`config.mk`:
```
export PLATFORM = sky130hd
export DESIGN_NAME = ggc_lane
export DESIGN_NICKNAME = d
export VERILOG_FILES = /design/src/sv/ggc_pkg.sv /design/src/sv/ggc_lane.sv
export SDC_FILE = /design/constraint.sdc
export NUM_CORES = 1
export LEC_CHECK = 0
export ABC_AREA = 0
export BUFFER_PORTS_ARGS = -buffer_cell sky130_fd_sc_hd__buf_2
export CORE_AREA = 2 2 39 41
export DETAILED_ROUTE_END_ITERATION = 8
export DIE_AREA = 0 0 41 43
export PLACE_DENSITY = 0.51
export SYNTH_ARGS = -nofsm -noshare
export SYNTH_HDL_FRONTEND = slang
export SYNTH_SLANG_ARGS = --single-unit
export TNS_END_PERCENT = 20
```
`constraint.sdc`:
```
create_clock -name vclk -period 0.8
set_input_delay 0.04 -clock vclk [all_inputs]
set_output_delay 0.04 -clock vclk [all_outputs]
set_load 0.02 [all_outputs]
```
`src/sv/ggc_pkg.sv`:
```
// types and constants of the greedy graph coloring block
// no dependencies
`default_nettype none

package ggc_pkg;

  localparam int ROW_W            = 32;
  localparam int COLOR_W          = 5;
  localparam int NUM_COLORS       = 32;
  localparam int COUNT_W          = 6;
  localparam int MAX_VERTICES_DEF = 32;

  typedef struct packed {
    logic [ROW_W-1:0] adjacency_row;
    logic             last_row;
  } item_t;

  typedef struct packed {
    logic [COLOR_W-1:0] vertex_color;
    logic [COUNT_W-1:0] colors_used;
    logic               graph_done;
  } result_t;

  // bits whose color index has bit b set, for one-hot to binary
  function automatic logic [NUM_COLORS-1:0] index_bit_mask(input int b);
    logic [NUM_COLORS-1:0] m;
    m = '0;
    for (int i = 0; i < NUM_COLORS; i++) begin
      m[i] = ((i >> b) & 1) != 0;
    end
    return m;
  endfunction

endpackage

`default_nettype wire

```
`src/sv/ggc_lane.sv`:
```
// one coloring lane: turns an earlier neighbor's color into a blocked-color mask
// depends on ggc_pkg
`default_nettype none

module ggc_lane (
  input  wire logic                          hit,
  input  wire logic [ggc_pkg::COLOR_W-1:0]   color,
  output logic      [ggc_pkg::NUM_COLORS-1:0] mask
);
  import ggc_pkg::*;

  always_comb begin
    mask = '0;
    if (hit) begin
      mask[color] = 1'b1;
    end
  end

endmodule

`default_nettype wire

```
==> run metrics <==
Mapped Cells 47; Initial Utilization 16.6%; post-synth cell types 9; Final WS setup -0.215 ns; post-layout net count 99; Port Buffers 38; drt pass-1 iters 4; P_leak 0.338 nW; DRC viols 0; syn_area_per_cell 4.90 um^2; Slew Viols, Final 0; post-synthesis compound-gate area fraction 0%; Die W 41 um; DR vias 487; worst setup path startpoint color[2]; Inst Count DP 105; Min Hold Slack 0.493 ns; CP Class in -> out; Worst VDD drop 208 uV; Multi-input gate area 319 um^2; Starting DRT DRC Count 11; FMAX 986 MHz; crit path capture type primary output; Synth warnings 0; Cell Area, Synth 230 um^2; Worst Hold Depth 4; Worst slew margin 85.6%; Die Span Y 43 um; DP Worst Slack -0.260 ns; Setup Viol. Count Final 20; top post-synthesis cells by area nor2_1 (52%), nand4bb_1 (15%), nand4b_1 (11%); most frequent CP cell buf_6; post-synthesis mux area share 0%; Worst Path Buf+Inv 2; Hold Path End mask[1]; Simple-Gate Fraction of Synth Area 95.1%; fillcell total 131; RSZ-0062 raised after global routing yes; Worst path max stage delay 0.61 ns; num ports 38; FF+latch count 0; CP max-delay cell or4b_4; Worst path depth 4; delay-heaviest family, CP simple AND/OR/NAND/NOR gates; Syn Nets 53; Max Cap Viol 0; critical path arrival 0.97 ns; top cell type by total area after synthesis nor2_1; measured slew at the worst slew-check pin 0.216 ns; failing checks negative setup slack; Post-Synth Adder-Cell Area 0%; CP max FO 4; post-route ant nets 0; Core Area 1380 um^2; largest net degree at the start of global routing 9; crit start category primary input; post-layout min period 1.01 ns; first-pass GRT wire length 1790 um; most numerous cell in the Yosys netlist nor2_1; diodes inserted 0; gpl congestion 0.740; wire per inst 11.0 um; gr usage total 13.5%; CP Data Required Time 0.76 ns; register area 0 um^2; number of global-route vias before repair 415; Clock buffer cells 0; XOR/XNOR share of the synthesized area 0%; fin cells 107; largest family of logic cells by synthesized area simple AND/OR/NAND/NOR gates; hold_sp color[2]; fin util 54.1%; final worst-path cycle share 127%; top cells by count, synth nor2_1 (32), clkbuf_1 (3), nand4b_1 (3), nand4bb_1 (3), nand2b_1 (2); Setup TNS -1.15 ns; Avg Vias per Cell 4.55; drt total wl 1180 um; PD cells 324 nW/um^2; Area growth, synth to finish 225%; Final Hold Fails 0; Worst Hold Class in -> out; cell breakdown of the critical path buf_6, or4b_4, nor2_4, buf_6; proportion of layout cells with a drive suffix above 1 68.1%; CTS Hold Bufs 0; initial antenna violation count 0; Seq/Total Area, Yosys 0%; detailed placement HPWL 862 um; run status finished with violations; Congestion Overflow GR 0; Site Rows 14; Die Area 1760 um^2; share of the synthesized area in the top cell type 52.2%
layout by cell type, fill, tap and decap left out, types with 2 or more instances in the layout:
cell | netlist | layout
buf_2 | 0 | 2
buf_4 | 0 | 31
buf_6 | 0 | 13
nand4bb_4 | 0 | 3
nand4b_1 | 3 | 3
nor2_4 | 0 | 4
nor2_1 | 32 | 24
nor2_2 | 0 | 4
routing by layer:
layer | track usage (%) | routed length, um
met1 | 18.5 | 463
met5 | 0 | 0
met4 | 0.667 | 0
met2 | 23.1 | 640
met3 | 1.05 | 71
cells by family after synthesis:
logic type,Yosys count
buffers and inverters,3
AND/OR/NAND/NOR,44
layout make-up:
class | instances | share of cell area [%]
Multi-Input combinational cell | 44 | 42.6
Tap cell | 16 | 2.68
Timing Repair Buffer | 47 | 54.7
worst min-delay path: cells and delay by family:
kind	cells	cell delay, ns
buffers and inverters	2	0.19
AND/OR/NAND/NOR	2	0.23
worst max path at each step:
stage / to / slack, ns
2_1_floorplan: mask[0] / -0.04
3_3_place_gp: mask[1] / -0.26
3_5_place_dp: mask[2] / -0.26
4_1_cts: mask[2] / -0.21
5_1_grt: mask[3] / -0.25
6_report: mask[3] / -0.21
report_power, final:
group / total (mW) / internal (mW) / switching, mW / leakage [nW]
combinational: 0.242 / 0.123 / 0.119 / 0.338
sequential: 0 / 0 / 0 / 0
clock: 0 / 0 / 0 / 0
through the flow:
| step | power (mW) | cell area, um^2 |
|---|---|---|
| global route | 0.260 | 748 |
| detailed placement | 0.165 | 515 |
| finish | 0.242 | 748 |
| CTS | 0.223 | 704 |
| floorplan | 0.0839 | 264 |
| global placement | 0.165 | 515 |
repair_timing:
| action | in CTS | in global routing |
|---|---|---|
| pin swaps | 5 | 6 |
| setup endpoints to repair | 31 | 32 |
| setup buffers | 1 | 1 |
| resized for setup | 48 | 7 |
| cloned | 0 | 0 |
Power figures use the tool's default switching activity.
