`src/sv/ggc_pkg.sv`:
```
// types and constants of the greedy graph coloring block
// no dependencies
`default_nettype none

package ggc_pkg;

  localparam int ROW_W            = 32;
  localparam int COLOR_W          = 5;
  localparam int NUM_COLORS       = 32;
  localparam int COUNT_W          = 6;
  localparam int MAX_VERTICES_DEF = 32;

  typedef struct packed {
    logic [ROW_W-1:0] adjacency_row;
    logic             last_row;
  } item_t;

  typedef struct packed {
    logic [COLOR_W-1:0] vertex_color;
    logic [COUNT_W-1:0] colors_used;
    logic               graph_done;
  } result_t;

  // bits whose color index has bit b set, for one-hot to binary
  function automatic logic [NUM_COLORS-1:0] index_bit_mask(input int b);
    logic [NUM_COLORS-1:0] m;
    m = '0;
    for (int i = 0; i < NUM_COLORS; i++) begin
      m[i] = ((i >> b) & 1) != 0;
    end
    return m;
  endfunction

endpackage

`default_nettype wire

```
`src/sv/ggc_merge.sv`:
```
// merging stage: combines lane masks and picks the lowest free color
// depends on ggc_pkg
`default_nettype none

module ggc_merge #(
  parameter int LANES = ggc_pkg::MAX_VERTICES_DEF
) (
  input  wire logic [LANES-1:0][ggc_pkg::NUM_COLORS-1:0] masks,
  output logic      [ggc_pkg::COLOR_W-1:0]               color
);
  import ggc_pkg::*;

  logic [NUM_COLORS-1:0] used;
  logic [NUM_COLORS-1:0] lowest_free;
  logic [COLOR_W-1:0]    enc;

  always_comb begin
    used = '0;
    for (int l = 0; l < LANES; l++) begin
      used = used | masks[l];
    end
  end

  // isolate lowest zero bit of used
  assign lowest_free = ~used & (used + NUM_COLORS'(1));

  always_comb begin
    for (int b = 0; b < COLOR_W; b++) begin
      enc[b] = |(lowest_free & index_bit_mask(b));
    end
  end

  // all colors blocked saturates to the top color
  assign color = (&used) ? COLOR_W'(NUM_COLORS - 1) : enc;

endmodule

`default_nettype wire

```
`config.mk`:
```
export PLATFORM = sky130hd
export DESIGN_NAME = ggc_merge
export DESIGN_NICKNAME = d
export VERILOG_FILES = /design/src/sv/ggc_pkg.sv /design/src/sv/ggc_merge.sv
export SDC_FILE = /design/constraint.sdc
export NUM_CORES = 1
export LEC_CHECK = 0
export BUFFER_PORTS_ARGS = -buffer_cell sky130_fd_sc_hd__buf_2
export CAP_MARGIN = 10
export CORE_AREA = 2 2 399 401
export DETAILED_ROUTE_END_ITERATION = 7
export DIE_AREA = 0 0 401 403
export SLEW_MARGIN = 20
export SYNTH_ARGS = -nofsm -noshare
export SYNTH_HDL_FRONTEND = slang
export SYNTH_SLANG_ARGS = --single-unit
```
`constraint.sdc`:
```
create_clock -name vclk -period 3.18
set_input_delay 0.636 -clock vclk [all_inputs]
set_output_delay 0.636 -clock vclk [all_outputs]
set_load 0.05 [all_outputs]
```
==> flow_summary.ini <==
[logic_synthesis]
synthAdderAreaFrac_pct = 0
yosys-top-cells-area = nor4_1 62%, nand4_1 16%, nor2_1 5.7%
yosysMostFrequentCell = nor4_1
yosysTopAreaCellShare_pct = 62.3
synth_cell_types = 35
syn_inst = 437
synth_xor_area_share_pct = 0
ys.warnings.count = 0
synth_nets = 1461
syn_area_um2 = 2640
synth-simple-area-share_pct = 92.7
synth_compound_area_share_pct = 6.72
syn_area_per_cell_um2 = 6.05
yosysSeqAreaShare_pct = 0
synth_top_family_by_area = simple AND/OR/NAND/NOR gates
yosysTopAreaCell = nor4_1
netlist_top_cells_count = 263 x nor4_1, 66 x nand4_1, 40 x nor2_1
synth.area.mux_share_pct = 0

[place]
routabilityCongestion = 1.41
pre_cts_slack_ns = -1.07
portBuffers = 1029
placed_area_um2 = 11800
dp_hpwl_mm = 114

[floorplan]
coreArea_um2 = 157000
die_h_um = 403
rows = 146
start_util_pct = 1.68
die_area_um2 = 162000
fp.dieW_um = 401
io_pins = 1029

[cells_and_area]
syn2layout_area_growth_pct = 390
fillerInstances = 18700
seq_area_um2 = 0
clock_buffers = 0
fin_nets = 2668
drive_above_1_share_pct = 79.5
numSequentialCells = 0
finalInstanceArea_um2 = 12900
utilization_pct = 8.22

[critical_path]
critPathMaxFanout = 2
worstSetupStartpoint = masks[926]
crit_type = in2out
critPathRequiredTime_ns = 2.54
crit_path_end_kind = primary output
crit_arrival_ns = 3.10
critPathLaunchType = input port

[timing]
report.final.slew_viol_count = 0
worst_pin_slew_ns = 0.670
min_period_over_period_pct = 118
fmax_mhz = 267
setup_ws_ns = -0.561
fin_crit_ns = 3.74
max_slew_margin_pct = 55.0
rsz0062_at_grt = true
finalSetupViolations = 5
hold_viol = 0

[job]
cap_violations = 0

[detailed_routing]
wire_per_inst_um = 31.5
vias_per_cell = 3.04
drc_errors = 0
antenna_left = 0
first_iter_violations = 1080
vias = 11600
dr.pass1.iters = 5
wl_mm = 121

[power]
power_w = 0.000931
power.leakage_nw = 5.44
vdd.ir_drop.worst_mv = 0.0295
power.density_nw_per_um2 = 71.9

[grt]
grt_pass1_vias = 10500
grt_first_pass_wirelength_mm = 139
grt_max_degree = 6
grt_overflow = 0
antenna_found_initial = 260
grt.total_usage_pct = 14.0

[worst_hold_path]
worstHoldStart = masks[1010]
hold_class = in2out

[status]
violations = setup timing
status = finished, violations left

[clock_tree]
postCtsHoldBufs = 0
[through the flow]
stage               TNS [ns]  hold WS [ns]  cells
floorplan                  0          1.89    437
global placement       -5.76          2.06   3714
detailed placement     -4.58          2.14   3714
CTS                    -1.93          2.02   3713
global route           -2.44          2.05   3795
finish                 -1.98          2.02   3828
[cell families (layout without fill, tap and decap cells)]
logic type / after synthesis / after routing
simple gates: 407 / 407
compound gates: 26 / 26
buf+inv: 4 / 1209
other cells: 0 / 114
[worst paths after layout]
kind                  endpoint  cells past startpoint
worst max-delay path  color[0]                     12
worst min-delay path  color[1]                      7
[cell usage in the layout, fill, tap and decap left out, drive strengths merged, types with 2 or more instances in the layout]
master / instances
and3: 2
o211ai: 4
a21oi: 6
inv: 3
o21ai: 5
and2: 2
nor2: 44
o22ai: 2
diode: 114
or2: 4
nor3: 6
nand3: 4
buf: 1206
nand4: 66
nand2: 6
nor4: 264
nor2b: 3
[what timing repair did]
action	in CTS	in global routing
pin swaps	50	16
gates resized for setup	141	26
setup buffers	8	3
endpoints found under the setup margin	5	5
[layer usage]
layer | vias up | track usage [%] | share of wire, %
li1 | 4591 | - | -
met1 | 5178 | 14.4 | 34
met2 | 1308 | 24.4 | 48
met3 | 504 | 6.71 | 12
met4 | 64 | 5.47 | 5.9
met5 | - | 0.833 | 0.54
[worst max-delay path: stages]
cell,delay [ns]
buf_6,0.10
nor4_4,0.26
buf_4,0.20
nand4_1,0.11
buf_4,0.16
or2_4,0.26
a21oi_4,0.17
nor4_4,0.06
or3_4,0.39
a31o_1,0.20
or3b_4,0.39
buf_12,0.16
[power breakdown]
group / internal [W] / leakage, nW / switching [W]
registers: 0 / 0 / 0
clock network: 0.00000000497 / 0.000723 / 0
logic: 0.000542 / 5.44 / 0.000389
[final cells by class]
cell class / instances / area [um^2] / area share, %
inverters: 3 / 11.3 / 0.0870
well taps: 2072 / 2590 / 20.0
diodes: 114 / 285 / 2.20
multi-input cells: 433 / 3360 / 26.0
repair buffers: 1206 / 6690 / 51.7
Power figures use the tool's default switching activity.
